<file path="src/rcdg_pkg.sv">
// ----------------------------------------------------------------------------
// rcdg_pkg
// Types and constants shared by the crop, downscale and gray conversion block.
// ----------------------------------------------------------------------------
package rcdg_pkg;

  // register file layout
  localparam int unsigned CFG_W       = 11;
  localparam int unsigned CFG_IDX_W   = 2;

  // position and accumulator widths
  localparam int unsigned POS_W       = 10;
  localparam int unsigned DEST_W      = 11;
  localparam int unsigned ACC_W       = 21;

  // clamp limit for every size register, and crop offset divisor (1 or 2)
  localparam int unsigned MAX_DIM      = 1024;
  localparam int unsigned CROP_DIVISOR = 2;

  // depth of the queue between selection and conversion
  localparam int unsigned QUEUE_DEPTH = 4;

  // register reset values
  localparam logic [CFG_W-1:0] IN_WIDTH_RST   = 11'd320;
  localparam logic [CFG_W-1:0] IN_HEIGHT_RST  = 11'd240;
  localparam logic [CFG_W-1:0] OUT_WIDTH_RST  = 11'd192;
  localparam logic [CFG_W-1:0] OUT_HEIGHT_RST = 11'd192;

  // gray offset
  localparam logic [7:0] GRAY_OFFSET = 8'h80;

  typedef enum logic [CFG_IDX_W-1:0] {
    CFG_IN_WIDTH   = 2'd0,
    CFG_IN_HEIGHT  = 2'd1,
    CFG_OUT_WIDTH  = 2'd2,
    CFG_OUT_HEIGHT = 2'd3
  } cfg_idx_e;

  typedef struct packed {
    logic [15:0] pixel;
    logic        frame_start;
  } in_item_t;

  typedef struct packed {
    logic signed [7:0] gray;
    logic [POS_W-1:0]  out_col;
    logic [POS_W-1:0]  out_row;
    logic              end_of_row;
    logic              end_of_frame;
  } out_item_t;

  // a kept source pixel with its output position
  typedef struct packed {
    logic [15:0]      pixel;
    logic [POS_W-1:0] out_col;
    logic [POS_W-1:0] out_row;
    logic             end_of_row;
    logic             end_of_frame;
  } kept_t;

endpackage

</file>
<file path="src/rcdg_select.sv">
// ----------------------------------------------------------------------------
// rcdg_select
// Front end: holds the size registers, tracks the source position and picks
// the pixels that land on the output grid, using add-only accumulators.
// ----------------------------------------------------------------------------
module rcdg_select (
  input  logic                       clk_i,
  input  logic                       rst_ni,
  input  logic                       cfg_we_i,
  input  rcdg_pkg::cfg_idx_e         cfg_index_i,
  input  logic [rcdg_pkg::CFG_W-1:0] cfg_data_i,
  input  logic                       in_valid_i,
  input  rcdg_pkg::in_item_t         in_item_i,
  output logic                       kept_valid_o,
  output rcdg_pkg::kept_t            kept_o
);
  import rcdg_pkg::*;

  localparam logic [12:0] MaxDim = 13'(MAX_DIM);

  function automatic logic [CFG_W-1:0] clamp_dim(input logic [CFG_W-1:0] v);
    logic [CFG_W-1:0] r;
    r = ({2'b00, v} > MaxDim) ? MaxDim[CFG_W-1:0] : v;
    return r;
  endfunction

  // size registers
  logic [CFG_W-1:0] in_width_q, in_height_q, out_width_q, out_height_q;

  always_ff @(posedge clk_i or negedge rst_ni) begin
    if (!rst_ni) begin
      in_width_q   <= IN_WIDTH_RST;
      in_height_q  <= IN_HEIGHT_RST;
      out_width_q  <= OUT_WIDTH_RST;
      out_height_q <= OUT_HEIGHT_RST;
    end else if (cfg_we_i) begin
      case (cfg_index_i)
        CFG_IN_WIDTH:   in_width_q   <= cfg_data_i;
        CFG_IN_HEIGHT:  in_height_q  <= cfg_data_i;
        CFG_OUT_WIDTH:  out_width_q  <= cfg_data_i;
        CFG_OUT_HEIGHT: out_height_q <= cfg_data_i;
        default: ;
      endcase
    end
  end

  // position state
  logic [POS_W-1:0]  src_col_q, src_col_d;
  logic [ACC_W-1:0]  col_target_q, col_target_d, col_base_q, col_base_d;
  logic [ACC_W-1:0]  row_target_q, row_target_d, row_base_q, row_base_d;
  logic              row_taken_q, row_taken_d;
  logic [DEST_W-1:0] dest_col_q, dest_col_d, dest_row_q, dest_row_d;

  // state as seen by this pixel, after an optional frame restart
  logic [POS_W-1:0]  cur_src_col;
  logic [ACC_W-1:0]  cur_col_target, cur_col_base, cur_row_target, cur_row_base;
  logic              cur_row_taken;
  logic [DEST_W-1:0] cur_dest_col, cur_dest_row;

  logic [CFG_W-1:0]  w, h, ow, oh, ow_c, oh_c, crop;
  logic              active, in_crop, emit, eor, eof, row_end;
  logic [ACC_W:0]    col_lim;

  // restart and clamped sizes
  always_comb begin
    cur_src_col    = in_item_i.frame_start ? '0 : src_col_q;
    cur_col_target = in_item_i.frame_start ? '0 : col_target_q;
    cur_col_base   = in_item_i.frame_start ? '0 : col_base_q;
    cur_row_target = in_item_i.frame_start ? '0 : row_target_q;
    cur_row_base   = in_item_i.frame_start ? '0 : row_base_q;
    cur_row_taken  = in_item_i.frame_start ? 1'b1 : row_taken_q;
    cur_dest_col   = in_item_i.frame_start ? '0 : dest_col_q;
    cur_dest_row   = in_item_i.frame_start ? '0 : dest_row_q;

    w    = clamp_dim(in_width_q);
    h    = clamp_dim(in_height_q);
    ow_c = clamp_dim(out_width_q);
    oh_c = clamp_dim(out_height_q);
    ow   = (ow_c > h) ? h : ow_c;
    oh   = (oh_c > h) ? h : oh_c;

    active  = (w >= h) && (h != '0) && (ow != '0) && (oh != '0) && (cur_dest_row < oh);
    crop    = CFG_W'((w - h) / CROP_DIVISOR);
    in_crop = {1'b0, cur_src_col} >= crop;
    col_lim = {1'b0, cur_col_base} + (ACC_W+1)'(ow);
    emit    = active && in_crop && cur_row_taken && (cur_dest_col < ow) &&
              ({1'b0, cur_col_target} < col_lim);
    eor     = (cur_dest_col + 1'b1) == ow;
    eof     = eor && ((cur_dest_row + 1'b1) == oh);
    row_end = ({1'b0, cur_src_col} + 1'b1) >= w;
  end

  // next position state
  always_comb begin
    src_col_d    = cur_src_col;
    col_target_d = cur_col_target;
    col_base_d   = cur_col_base;
    row_target_d = cur_row_target;
    row_base_d   = cur_row_base;
    row_taken_d  = cur_row_taken;
    dest_col_d   = cur_dest_col;
    dest_row_d   = cur_dest_row;
    if (active) begin
      if (in_crop) begin
        if (emit) begin
          dest_col_d   = cur_dest_col + 1'b1;
          col_target_d = cur_col_target + ACC_W'(h);
          if (eor) begin
            dest_row_d   = cur_dest_row + 1'b1;
            row_target_d = cur_row_target + ACC_W'(h);
          end
        end
        col_base_d = cur_col_base + ACC_W'(ow);
      end
      if (row_end) begin
        src_col_d    = '0;
        row_base_d   = cur_row_base + ACC_W'(oh);
        dest_col_d   = '0;
        col_target_d = '0;
        col_base_d   = '0;
        row_taken_d  = (dest_row_d < oh) &&
                       ({1'b0, row_target_d} < ({1'b0, row_base_d} + (ACC_W+1)'(oh)));
      end else begin
        src_col_d = cur_src_col + 1'b1;
      end
    end
  end

  always_ff @(posedge clk_i or negedge rst_ni) begin
    if (!rst_ni) begin
      src_col_q    <= '0;
      col_target_q <= '0;
      col_base_q   <= '0;
      row_target_q <= '0;
      row_base_q   <= '0;
      row_taken_q  <= 1'b1;
      dest_col_q   <= '0;
      dest_row_q   <= '0;
    end else if (in_valid_i) begin
      src_col_q    <= src_col_d;
      col_target_q <= col_target_d;
      col_base_q   <= col_base_d;
      row_target_q <= row_target_d;
      row_base_q   <= row_base_d;
      row_taken_q  <= row_taken_d;
      dest_col_q   <= dest_col_d;
      dest_row_q   <= dest_row_d;
    end
  end

  // kept pixel toward the queue
  assign kept_valid_o        = in_valid_i && emit;
  assign kept_o.pixel        = in_item_i.pixel;
  assign kept_o.out_col      = cur_dest_col[POS_W-1:0];
  assign kept_o.out_row      = cur_dest_row[POS_W-1:0];
  assign kept_o.end_of_row   = eor;
  assign kept_o.end_of_frame = eof;

  // a frame end is always a row end
  a_eof_implies_eor: assert property (@(posedge clk_i) disable iff (!rst_ni)
    kept_valid_o && kept_o.end_of_frame |-> kept_o.end_of_row)
    else $error("frame end without row end");

endmodule

</file>
<file path="src/rcdg_queue.sv">
// ----------------------------------------------------------------------------
// rcdg_queue
// Short queue of kept pixels between the selection front end and the
// conversion back end.
// ----------------------------------------------------------------------------
module rcdg_queue #(
  parameter int unsigned DEPTH = rcdg_pkg::QUEUE_DEPTH
) (
  input  logic            clk_i,
  input  logic            rst_ni,
  input  logic            wr_en_i,
  input  rcdg_pkg::kept_t wr_data_i,
  input  logic            rd_en_i,
  output rcdg_pkg::kept_t rd_data_o,
  output logic            full_o,
  output logic            empty_o
);
  import rcdg_pkg::*;

  localparam int unsigned PtrW = (DEPTH > 1) ? $clog2(DEPTH) : 1;
  localparam int unsigned CntW = $clog2(DEPTH + 1);
  localparam logic [PtrW-1:0] LastPtr = PtrW'(DEPTH - 1);
  localparam logic [CntW-1:0] FullCnt = CntW'(DEPTH);

  kept_t           mem_q [DEPTH];
  logic [PtrW-1:0] wr_ptr_q, wr_ptr_d, rd_ptr_q, rd_ptr_d;
  logic [CntW-1:0] count_q, count_d;

  // pointers and fill count
  always_comb begin
    wr_ptr_d = wr_ptr_q;
    rd_ptr_d = rd_ptr_q;
    count_d  = count_q;
    if (wr_en_i) begin
      wr_ptr_d = (wr_ptr_q == LastPtr) ? '0 : wr_ptr_q + 1'b1;
    end
    if (rd_en_i) begin
      rd_ptr_d = (rd_ptr_q == LastPtr) ? '0 : rd_ptr_q + 1'b1;
    end
    if (wr_en_i && !rd_en_i) begin
      count_d = count_q + 1'b1;
    end else if (!wr_en_i && rd_en_i) begin
      count_d = count_q - 1'b1;
    end
  end

  always_ff @(posedge clk_i or negedge rst_ni) begin
    if (!rst_ni) begin
      wr_ptr_q <= '0;
      rd_ptr_q <= '0;
      count_q  <= '0;
    end else begin
      wr_ptr_q <= wr_ptr_d;
      rd_ptr_q <= rd_ptr_d;
      count_q  <= count_d;
    end
  end

  // storage
  always_ff @(posedge clk_i) begin
    if (wr_en_i) begin
      mem_q[wr_ptr_q] <= wr_data_i;
    end
  end

  assign rd_data_o = mem_q[rd_ptr_q];
  assign full_o    = (count_q == FullCnt);
  assign empty_o   = (count_q == '0);

  a_count_bound: assert property (@(posedge clk_i) disable iff (!rst_ni)
    count_q <= FullCnt)
    else $error("queue count beyond depth");

  a_no_overflow: assert property (@(posedge clk_i) disable iff (!rst_ni)
    full_o && !rd_en_i |-> !wr_en_i)
    else $error("write into full queue");

  a_no_underflow: assert property (@(posedge clk_i) disable iff (!rst_ni)
    rd_en_i |-> !empty_o)
    else $error("read from empty queue");

endmodule

</file>
<file path="src/rcdg_convert.sv">
// ----------------------------------------------------------------------------
// rcdg_convert
// Back end: turns a kept RGB565 pixel into a signed gray sample and holds it
// in the output register until it is taken.
// ----------------------------------------------------------------------------
module rcdg_convert (
  input  logic                clk_i,
  input  logic                rst_ni,
  input  logic                q_empty_i,
  input  rcdg_pkg::kept_t     q_data_i,
  output logic                q_rd_o,
  input  logic                pop_i,
  output logic                empty_o,
  output rcdg_pkg::out_item_t out_item_o
);
  import rcdg_pkg::*;

  logic      out_valid_q, out_valid_d;
  out_item_t out_q, out_d;
  logic      load;
  logic [7:0] sum;

  // weighted sum 2r + 2g + b, then offset
  always_comb begin
    sum = {2'b00, q_data_i.pixel[15:11], 1'b0} + {1'b0, q_data_i.pixel[10:5], 1'b0} +
          {3'b000, q_data_i.pixel[4:0]};
    out_d.gray         = $signed(sum - GRAY_OFFSET);
    out_d.out_col      = q_data_i.out_col;
    out_d.out_row      = q_data_i.out_row;
    out_d.end_of_row   = q_data_i.end_of_row;
    out_d.end_of_frame = q_data_i.end_of_frame;
  end

  // refill the output register when it is free or being taken
  assign load        = !q_empty_i && (!out_valid_q || pop_i);
  assign q_rd_o      = load;
  assign out_valid_d = load ? 1'b1 : (pop_i ? 1'b0 : out_valid_q);

  always_ff @(posedge clk_i or negedge rst_ni) begin
    if (!rst_ni) begin
      out_valid_q <= 1'b0;
    end else begin
      out_valid_q <= out_valid_d;
    end
  end

  always_ff @(posedge clk_i) begin
    if (load) begin
      out_q <= out_d;
    end
  end

  assign empty_o    = !out_valid_q;
  assign out_item_o = out_q;

  a_refill: assert property (@(posedge clk_i) disable iff (!rst_ni)
    !q_empty_i && !out_valid_q |=> out_valid_q)
    else $error("waiting request not moved to output register");

endmodule

</file>
<file path="src/rgb565_crop_downscale_gray_unit.sv">
// ----------------------------------------------------------------------------
// rgb565_crop_downscale_gray_unit
// Crops the centered square of an RGB565 frame, downscales it by nearest
// neighbor and emits signed 8-bit gray samples with their output position.
// ----------------------------------------------------------------------------
// Usage:
//   Input pixels arrive in raster order; a request is taken when push is high
//   and full is low. frame_start on a request restarts the position tracking.
//   Results leave in order; the oldest one is on out_item_o while empty is
//   low and is taken when pop is high.
//   Size registers are written through cfg_we_i / cfg_index_i / cfg_data_i
//   while the block is idle; a write takes effect on the next pixel.
//   Throughput: one pixel per cycle while full is low. Each pixel is classified
//   combinationally by the add-and-compare logic of the selection front end.
//   A kept pixel is written into the queue when it is taken, then loaded into
//   the output register once that register is free or being taken.
//   Reset: sizes return to 320x240 in and 192x192 out, the position state
//   equals a frame start and the queue and output register are empty.
//   Stall: when pop stays low the output register holds, the queue fills
//   and full rises once QUEUE_DEPTH kept pixels wait behind the output
//   register.
// ----------------------------------------------------------------------------
module rgb565_crop_downscale_gray_unit #(
  parameter int unsigned QUEUE_DEPTH = rcdg_pkg::QUEUE_DEPTH
) (
  input  logic                       clk_i,
  input  logic                       rst_ni,
  input  logic                       cfg_we_i,
  input  rcdg_pkg::cfg_idx_e         cfg_index_i,
  input  logic [rcdg_pkg::CFG_W-1:0] cfg_data_i,
  input  logic                       push,
  output logic                       full,
  input  rcdg_pkg::in_item_t         in_item_i,
  input  logic                       pop,
  output logic                       empty,
  output rcdg_pkg::out_item_t        out_item_o
);
  import rcdg_pkg::*;

  logic  in_accept;
  logic  kept_valid;
  kept_t kept;
  logic  q_rd, q_empty;
  kept_t q_data;

  assign in_accept = push && !full;

  // selection front end
  rcdg_select u_select (
    .clk_i        (clk_i),
    .rst_ni       (rst_ni),
    .cfg_we_i     (cfg_we_i),
    .cfg_index_i  (cfg_index_i),
    .cfg_data_i   (cfg_data_i),
    .in_valid_i   (in_accept),
    .in_item_i    (in_item_i),
    .kept_valid_o (kept_valid),
    .kept_o       (kept)
  );

  // decoupling queue
  rcdg_queue #(
    .DEPTH (QUEUE_DEPTH)
  ) u_queue (
    .clk_i     (clk_i),
    .rst_ni    (rst_ni),
    .wr_en_i   (kept_valid),
    .wr_data_i (kept),
    .rd_en_i   (q_rd),
    .rd_data_o (q_data),
    .full_o    (full),
    .empty_o   (q_empty)
  );

  // conversion back end
  rcdg_convert u_convert (
    .clk_i      (clk_i),
    .rst_ni     (rst_ni),
    .q_empty_i  (q_empty),
    .q_data_i   (q_data),
    .q_rd_o     (q_rd),
    .pop_i      (pop),
    .empty_o    (empty),
    .out_item_o (out_item_o)
  );

endmodule

</file>
<file path="config.mk">
export PLATFORM = sky130hd
export DESIGN_NAME = rgb565_crop_downscale_gray_unit
export DESIGN_NICKNAME = d
export VERILOG_FILES = /design/src/rcdg_pkg.sv /design/src/rcdg_select.sv /design/src/rcdg_queue.sv /design/src/rcdg_convert.sv /design/src/rgb565_crop_downscale_gray_unit.sv
export SDC_FILE = /design/constraint.sdc
export NUM_CORES = 1
export LEC_CHECK = 0
export BUFFER_PORTS_ARGS = -buffer_cell sky130_fd_sc_hd__buf_2
export CAP_MARGIN = 5
export CORE_UTILIZATION = 64
export CTS_CLUSTER_DIAMETER = 100
export DETAILED_ROUTE_END_ITERATION = 16
export HOLD_SLACK_MARGIN = 0.12
export PLACE_DENSITY = 0.94
export REMOVE_ABC_BUFFERS = 1
export SLEW_MARGIN = 0
export SYNTH_ARGS = -nofsm -noshare
export SYNTH_HDL_FRONTEND = slang
export SYNTH_SLANG_ARGS = --single-unit
</file>
<file path="constraint.sdc">
create_clock -name clk_i -period 11.55 [get_ports clk_i]
set_clock_uncertainty 0.05 [all_clocks]
set_input_delay 0.5775 -clock clk_i [delete_from_list [all_inputs] [get_ports clk_i]]
set_output_delay 0.5775 -clock clk_i [all_outputs]
set_load 0.02 [all_outputs]
</file>
==> results of run 1 <==
## metal layers
layer / track usage (%) / share of wire, %
met5: 0 / 0
met4: 15.0 / 4.4
met3: 5.28 / 8.1
met2: 57.9 / 49
met1: 42.9 / 39
## power breakdown
part	internal, mW	switching (mW)
sequential	1.46	0.0831
clock	0.650	0.522
combinational	0.704	1.12
total	2.81	1.73
## path summary, 6_finish.rpt
kind                                                      startpoint                                    end  slack, ps  depth (start not counted)
worst max-delay path            u_select.in_height_q[10]$_DFFE_PN0P_       u_select.row_taken_q$_DFFE_PN1P_       1170                         40
worst min-delay path                                          rst_ni     u_select.col_base_q[4]$_DFFE_PN0P_        100                          1
worst max register to register  u_select.in_height_q[10]$_DFFE_PN0P_       u_select.row_taken_q$_DFFE_PN1P_       1170                         40
worst min register to register    u_select.col_base_q[9]$_DFFE_PN0P_     u_select.col_base_q[9]$_DFFE_PN0P_        430                          2
max in group asynchronous                                     rst_ni  u_select.row_target_q[15]$_DFFE_PN0P_       9810                          2
min in group clk_i                                               pop      u_convert.out_valid_q$_DFFE_PN0P_        190                          2
## flip-flops by register name (all words and copies together) (netlist names)
signal / cells
u_convert.out_valid_q: 1
u_queue.count_q: 3
u_select.out_width_q: 11
u_select.out_height_q: 11
u_select.dest_row_q: 11
u_convert.out_item_o: 30
u_queue.mem_q: 152
u_queue.rd_ptr_q: 2
u_select.in_width_q: 11
u_select.row_taken_q: 1
u_select.col_base_q: 21
u_select.src_col_q: 10
u_select.row_base_q: 21
u_queue.wr_ptr_q: 2
u_select.col_target_q: 21
u_select.dest_col_q: 11
u_select.row_target_q: 21
u_select.in_height_q: 11
## synthesized netlist by cell type, types with 5 or more instances
master,n,area share [%]
mux2i_1,18,0.80
nand4b_1,5,0.19
a21oi_1,95,2.1
and3_1,37,1.0
o21ai_1,18,0.40
nor2b_1,116,3.2
clkbuf_1,64,1.1
nor2_1,109,1.8
or4_1,5,0.17
buf_1,9,0.15
nor3_1,24,0.53
ha_1,196,11
o21a_1,15,0.50
a21boi_0,8,0.27
o21ai_0,119,2.6
a221o_1,6,0.27
fa_1,12,1.1
and4_1,5,0.19
edfxtp_1,182,24
nand4_1,24,0.66
nand3b_1,8,0.27
mux4_2,38,3.8
a211oi_1,15,0.50
o31ai_1,17,0.56
o211ai_1,22,0.73
a22o_1,16,0.62
a211o_1,5,0.19
nand3_1,79,1.7
a31oi_1,13,0.36
nand2_1,175,2.9
xor2_1,47,1.8
dfstp_2,11,1.3
and2_1,14,0.39
inv_1,103,1.7
nor4_1,12,0.33
or3_1,6,0.17
dfrtp_1,158,17
xnor2_1,88,3.4
a21o_1,43,1.4
mux2_2,62,3.1
o21bai_1,9,0.30
nand2b_1,16,0.44
## cell families after synthesis
group	synth area share, %
flops	42.9
mux	8.09
fa+ha+maj	11.9
xor+xnor	5.22
buf+inv	3.23
compound gates	13.2
simple gates	15.5
## cell type report
type	count	area, sq um
clock buffer	50	1020
clock inverter	18	151
fill	2395	10200
inverter	104	393
multi-input combinational	1591	12200
sequential	351	9710
tap	455	569
timing repair buffer	82	459
==> flow_metrics.env, run 1 <==
export IMPL_cts_inserted_buffers=37
export IMPL_stdcell_count=2651
export IMPL_leakagePower_nw=10.3
export IMPL_finalPower_mw=4.53
export IMPL_dr_pass1_iters=6
export IMPL_final_hold_viol_count=0
export IMPL_hold_buffers=0
export IMPL_layout_common_cells="ha_1 (196), edfxtp_1 (182), nand2_1 (175), dfrtp_1 (157), o21ai_0 (118)"
export IMPL_hpwl_mm=42.5
export IMPL_timing_final_crit_share_pct=89.9
export IMPL_grt_setup_unrepaired="no"
export IMPL_syn_to_final_growth_pct=8.34
export IMPL_fin_setup_tns_ps=0
export IMPL_antenna_found_initial=0
export IMPL_max_stage_delay_ps=680
export IMPL_rows=68
export IMPL_max_freq_mhz=96.3
export IMPL_routedWlPerCell_microns=22.7
export IMPL_syn_inst=2128
export IMPL_critPathCaptureType="flop"
export IMPL_max_vdd_ir_drop_v=0.000224
export IMPL_synth_warnings=0
export IMPL_overflow=0
export IMPL_die_h_microns=190
export IMPL_synthFlopType="edfxtp_1"
export IMPL_cts_buffer_depth=3
export IMPL_stdcell_area_sq_um=24500
export IMPL_vias=17529
export IMPL_syn_area_sq_um=22600
export IMPL_ant_nets=0
export IMPL_numPortBuffers=66
export IMPL_path_buf_inv=2
export IMPL_drive_gt1_share_pct=13.2
export IMPL_tightest_slew_ps=1280
export IMPL_yosysSeqAreaShare_pct=42.9
export IMPL_wirelength_mm=60.1
export IMPL_crit_family="compound AO/OA/AOI/OAI gates"
export IMPL_hold_path_class="in -> async"
export IMPL_initial_core_util_pct=65.2
export IMPL_max_slew_margin_pct=14.3
export IMPL_die_w_microns=190
export IMPL_io_pins=67
export IMPL_coreArea_sq_um=34700
export IMPL_synth_edf_count=182
export IMPL_final_common_cell="ha_1"
export IMPL_async_flop_share_pct=48.1
export IMPL_grt_pass1_vias=17825
export IMPL_cts_sinks=351
export IMPL_dp_worst_setup_slack_ps=1420
export IMPL_path_max_fanout=23
export IMPL_slew_viol_final=0
export IMPL_cp_arrival_ps=10810
export IMPL_grt_max_degree=97
export IMPL_crit_slowest_cell="o41ai_1"
export IMPL_crit_type="reg -> reg"
export IMPL_grt_pass1_wl_mm=95.6
export IMPL_viasPerCell=6.61
export IMPL_setup_slack_ps=1170
export IMPL_synth_cell_types=93
export IMPL_root_buffer="clkbuf_16"
export IMPL_cts_tree="built"
export IMPL_maxCapViolCount=0
export IMPL_dpl_instance_area_sq_um=23400
export IMPL_syn_avg_cell_area_sq_um=10.6
export IMPL_synth_seq_cells=351
export IMPL_postLayoutCoreUtil_pct=70.6
export IMPL_ctsResizeCount=0
export IMPL_fin_crit_ps=10380
export IMPL_dieArea_sq_um=36100
export IMPL_clk_latency_ps=560
export IMPL_post_cts_setup_buffers=0
export IMPL_power_per_cell_area_nw_per_um2=185
export IMPL_clk_pin_slew_ps=70
export IMPL_dp_cells=2583
export IMPL_gp_congestion=0.960
export IMPL_drc=0
export IMPL_start_kind="flop"
export IMPL_gr_usage_all_layers_pct=34.0
export IMPL_setup_violations=0
export IMPL_whs_ps=96.7
export IMPL_drtIter0Drc=1642
export IMPL_finalNetCount=2410
export IMPL_antenna_cells=0
export IMPL_cp_data_required_time_ps=11980
export IMPL_status="complete, no violations"
export IMPL_htreeDepth=2
No activity file was read; power rests on OpenSTA's default activity.
==> inputs of run 2 (changes only) <==
- CORE_UTILIZATION: 64 -> 45
- PLACE_DENSITY: 0.94 -> 0.68
==> flow_metrics.env, run 2 (synthesis gave the netlist of run 1 again) <==
export IMPL_start_kind="flop"
export IMPL_grt_max_degree=61
export IMPL_antenna_found_initial=1
export IMPL_crit_type="reg -> reg"
export IMPL_max_vdd_ir_drop_v=0.000131
export IMPL_hold_path_class="in -> reg"
export IMPL_clk_latency_ps=600
export IMPL_crit_slowest_cell="o41ai_1"
export IMPL_final_common_cell="ha_1"
export IMPL_status="complete, no violations"
export IMPL_htreeDepth=2
export IMPL_worst_path_most_repeated_cell="a21oi_1"
export IMPL_syn_to_final_growth_pct=10.6
export IMPL_leakagePower_nw=10.4
export IMPL_ant_nets=0
export IMPL_grt_pass1_vias=17140
export IMPL_p_seq_share_pct=33.5
export IMPL_maxCapViolCount=0
export IMPL_cts_buffer_depth=3
export IMPL_fillers=4377
export IMPL_path_max_fanout=18
export IMPL_finalNetCount=2418
export IMPL_io_pins=67
export IMPL_wirelength_mm=59.2
export IMPL_r2r_slack_ps=1150
export IMPL_drtIter0Drc=1281
export IMPL_gr_usage_all_layers_pct=23.5
export IMPL_power_per_cell_area_nw_per_um2=185
export IMPL_largest_reg_flops=152
export IMPL_max_stage_delay_ps=740
export IMPL_die_h_microns=226
export IMPL_numPortBuffers=66
export IMPL_dp_cells=2795
export IMPL_whs_ps=172
export IMPL_multi_input_area_sq_um=12200
export IMPL_tightest_slew_ps=1210
export IMPL_largest_register="u_queue.mem_q"
export IMPL_max_slew_margin_pct=18.8
export IMPL_pwr_share_comb_pct=38.5
export IMPL_grt_setup_unrepaired="no"
export IMPL_stdcell_count=2871
export IMPL_setup_violations=0
export IMPL_slew_viol_final=0
export IMPL_switching_share_pct=37.3
export IMPL_cp_arrival_ps=10850
export IMPL_die_w_microns=226
export IMPL_layout_common_cells="ha_1 (196), edfxtp_1 (182), nand2_1 (175), dfrtp_1 (157), o21ai_0 (118)"
export IMPL_dieArea_sq_um=51200
export IMPL_fin_setup_tns_ps=0
export IMPL_power_internal_mw=2.91
export IMPL_dr_pass1_iters=6
export IMPL_clk_pin_slew_ps=70
export IMPL_hpwl_mm=42.6
export IMPL_cts_inserted_buffers=41
export IMPL_post_cts_setup_buffers=0
export IMPL_drc=0
export IMPL_rows=81
export IMPL_routedWlPerCell_microns=20.6
export IMPL_seq_area_sq_um=9710
export IMPL_final_hold_viol_count=0
export IMPL_antenna_cells=0
export IMPL_overflow=0
export IMPL_critPathCaptureType="flop"
export IMPL_timing_final_crit_share_pct=90.0
export IMPL_fin_crit_ps=10400
export IMPL_coreArea_sq_um=49300
export IMPL_max_freq_mhz=96.2
export IMPL_initial_core_util_pct=46.0
export IMPL_ctsResizeCount=0
export IMPL_root_buffer="clkbuf_16"
export IMPL_clock_power_share_pct=28.0
export IMPL_drive_gt1_share_pct=14.0
export IMPL_cts_tree="built"
export IMPL_vias=16983
export IMPL_viasPerCell=5.92
export IMPL_gp_congestion=0.941
export IMPL_finalPower_mw=4.63
export IMPL_grt_pass1_wl_mm=93.6
export IMPL_cts_sinks=351
export IMPL_cp_data_required_time_ps=12000
export IMPL_netSwitchingPower_mw=1.73
[run 2: layout make-up]
type | count | share of cell area [%]
clock inverters | 23 | 0.900
clock buffers | 52 | 4.55
flip-flops and latches | 351 | 38.8
multi-input cells | 1591 | 48.9
inverters | 104 | 1.57
well taps | 664 | 3.32
repair buffers | 86 | 1.96
[run 2: repair_timing]
item,in CTS,in global routing
setup endpoints to repair,0,0
hold buffers,1,0
endpoints found under the hold margin,46,0
[run 2: per-layer routing]
layer | GRT usage (%) | vias up | wire length (microns)
li1 | - | 7925 | -
met1 | 31.1 | 8414 | 26200
met2 | 38.5 | 505 | 27700
met3 | 4.04 | 137 | 3260
met4 | 9.02 | 2 | 1990
met5 | 0 | - | 11
[run 2: stage by stage]
step	cell area [sq um]	util, %	setup WS [ps]
global placement	23700	48.0	1750
global route	25000	50.8	652
CTS	25000	50.8	1320
finish	25000	50.8	1150
detailed placement	23700	48.0	1400
floorplan	22300	-	2820
[run 2: worst max-delay path: cells and delay by family, from the launching register on]
kind                       cells  cell delay [ps]
buffers and inverters          3              870
and+or+nand+nor               14             2800
adders and majority gates      4             1310
xor gates and xnor gates       1              170
muxes                          1              330
AOI/OAI and AO/OA             18             4240
DFF                            1              500
[run 2: power by group through the flow]
stage	sequential (mW)	combinational (mW)	clock (mW)
4_1_cts	1.56	1.78	1.32
2_1_floorplan	1.63	1.18	0
3_3_place_gp	1.57	1.71	0
6_report	1.55	1.78	1.30
3_5_place_dp	1.58	1.76	0
5_1_grt	1.57	1.96	1.37
[run 2: final timing paths]
path                                                      start                                   to  depth (start not counted)
min reg2reg                  u_select.col_base_q[2]$_DFFE_PN0P_   u_select.col_base_q[2]$_DFFE_PN0P_                          2
max reg2reg                u_select.in_height_q[10]$_DFFE_PN0P_     u_select.row_taken_q$_DFFE_PN1P_                         41
min                                                         pop    u_convert.out_valid_q$_DFFE_PN0P_                          2
max in group asynchronous                                rst_ni      u_queue.rd_ptr_q[0]$_DFFE_PN0P_                          3
min in group asynchronous                                rst_ni  u_select.in_height_q[9]$_DFFE_PN0P_                          2
max                        u_select.in_height_q[10]$_DFFE_PN0P_     u_select.row_taken_q$_DFFE_PN1P_                         41
==> inputs of run 3 (changes only) <==
- clock period: 11.55 -> 12.3 ns (I/O delays scaled with it)
==> flow_metrics.env, run 3 (synthesis gave the netlist of run 1 again) <==
export IMPL_dr_pass1_iters=5
export IMPL_clk_pin_slew_ps=60
export IMPL_io_pins=67
export IMPL_hpwl_mm=42.0
export IMPL_dp_worst_setup_slack_ps=2410
export IMPL_worst_path_most_repeated_cell="a21o_1"
export IMPL_cts_inserted_buffers=41
export IMPL_path_max_fanout=20
export IMPL_layout_common_cells="ha_1 (196), edfxtp_1 (182), nand2_1 (175), dfrtp_1 (157), o21ai_0 (118)"
export IMPL_antenna_found_initial=0
export IMPL_leakagePower_nw=10.5
export IMPL_numPortBuffers=66
export IMPL_die_h_microns=226
export IMPL_gr_usage_all_layers_pct=23.4
export IMPL_slew_viol_final=0
export IMPL_cp_data_required_time_ps=12740
export IMPL_max_slew_margin_pct=22.1
export IMPL_power_per_cell_area_nw_per_um2=174
export IMPL_drtIter0Drc=1230
export IMPL_max_freq_mhz=99.9
export IMPL_grt_setup_unrepaired="no"
export IMPL_wirelength_mm=58.6
export IMPL_cts_buffer_depth=3
export IMPL_rows=81
export IMPL_fin_crit_ps=10010
export IMPL_ctsResizeCount=0
export IMPL_final_common_cell="ha_1"
export IMPL_fin_setup_tns_ps=0
export IMPL_crit_slowest_cell="dfrtp_1"
export IMPL_crit_family="compound AO/OA/AOI/OAI gates"
export IMPL_grt_pass1_vias=17142
export IMPL_die_w_microns=226
export IMPL_overflow=0
export IMPL_antenna_cells=0
export IMPL_path_buf_inv=2
export IMPL_root_buffer="clkbuf_16"
export IMPL_maxCapViolCount=0
export IMPL_drc=0
export IMPL_crit_type="reg -> reg"
export IMPL_largest_reg_flops=152
export IMPL_coreArea_sq_um=49300
export IMPL_start_kind="flop"
export IMPL_final_hold_viol_count=0
export IMPL_cp_arrival_ps=10460
export IMPL_cts_tree="built"
export IMPL_tightest_slew_ps=1170
export IMPL_drive_gt1_share_pct=14.0
export IMPL_grt_max_degree=61
export IMPL_clk_latency_ps=570
export IMPL_viasPerCell=5.91
export IMPL_setup_slack_ps=2290
export IMPL_whs_ps=213
export IMPL_initial_core_util_pct=46.0
export IMPL_routedWlPerCell_microns=20.4
export IMPL_gp_congestion=0.979
export IMPL_syn_to_final_growth_pct=10.8
export IMPL_max_vdd_ir_drop_v=0.000102
export IMPL_timing_final_crit_share_pct=81.4
export IMPL_grt_pass1_wl_mm=93.9
export IMPL_vias=16987
export IMPL_setup_violations=0
export IMPL_max_stage_delay_ps=480
export IMPL_status="complete, no violations"
export IMPL_hold_path_class="in -> reg"
export IMPL_largest_register="u_queue.mem_q"
export IMPL_htreeDepth=2
export IMPL_finalNetCount=2420
export IMPL_cts_sinks=351
export IMPL_critPathCaptureType="flop"
export IMPL_ant_nets=0
export IMPL_dieArea_sq_um=51200
run 3: through the flow:
stage / util (%) / instance area, sq um / std cells / power [mW]
5_1_grt: 50.9 / 25100 / 2874 / 4.62
3_5_place_dp: 48.0 / 23700 / 2797 / 3.13
3_3_place_gp: 48.0 / 23700 / 2797 / 3.08
2_1_floorplan: - / 22300 / 2046 / 2.64
6_report: 50.9 / 25100 / 2874 / 4.37
4_1_cts: 50.9 / 25100 / 2874 / 4.40
run 3: layout make-up:
type                       count  area (sq um)
fill                        4395         24200
multi-input combinational   1591         12200
sequential                   351          9710
clock buffer                  50          1120
tap                          664           831
timing repair buffer          88           507
inverter                     104           393
clock inverter                26           275
run 3: worst register-to-register path, delay by kind of cell (launching register included):
family,cells,cell delay (ps)
xor gates and xnor gates,1,150
buffers and inverters,2,490
DFF,1,480
and+or+nand+nor,12,2690
adders and majority gates,5,1640
AOI/OAI and AO/OA,23,4420
run 3: path summary, 6_finish.rpt:
| path | startpoint | endpoint | slack [ps] | depth (start not counted) |
|---|---|---|---|---|
| worst max-delay path | u_select.in_height_q[10]$_DFFE_PN0P_ | u_select.row_taken_q$_DFFE_PN1P_ | 2290 | 43 |
| worst min-delay path | pop | u_convert.out_valid_q$_DFFE_PN0P_ | 210 | 2 |
| worst max register to register | u_select.in_height_q[10]$_DFFE_PN0P_ | u_select.row_taken_q$_DFFE_PN1P_ | 2290 | 43 |
| worst min register to register | u_select.col_base_q[8]$_DFFE_PN0P_ | u_select.col_base_q[8]$_DFFE_PN0P_ | 420 | 2 |
| max in group asynchronous | rst_ni | u_queue.rd_ptr_q[0]$_DFFE_PN0P_ | 9630 | 4 |
| min in group asynchronous | rst_ni | u_select.in_height_q[0]$_DFFE_PN0P_ | 550 | 2 |
run 3: what timing repair did:
item,CTS,global route
setup endpoints to repair,0,0
endpoints found under the hold margin,48,0
buffers inserted,0,0
hold buffers,1,0
run 3: power by group:
| part | switching, mW | internal, mW |
|---|---|---|
| clock network | 0.511 | 0.741 |
| registers | 0.0755 | 1.37 |
| logic | 1.02 | 0.661 |
| total | 1.60 | 2.77 |
run 3: layer usage:
metal | vias to the layer above | routed length, microns | track usage (%) | share of wire (%)
li1 | 7928 | - | - | -
met1 | 8356 | 25800 | 31.2 | 44
met2 | 566 | 26900 | 38.1 | 46
met3 | 137 | 3570 | 3.63 | 6.1
met4 | 0 | 2330 | 9.63 | 4.0
met5 | - | 0 | 0 | 0
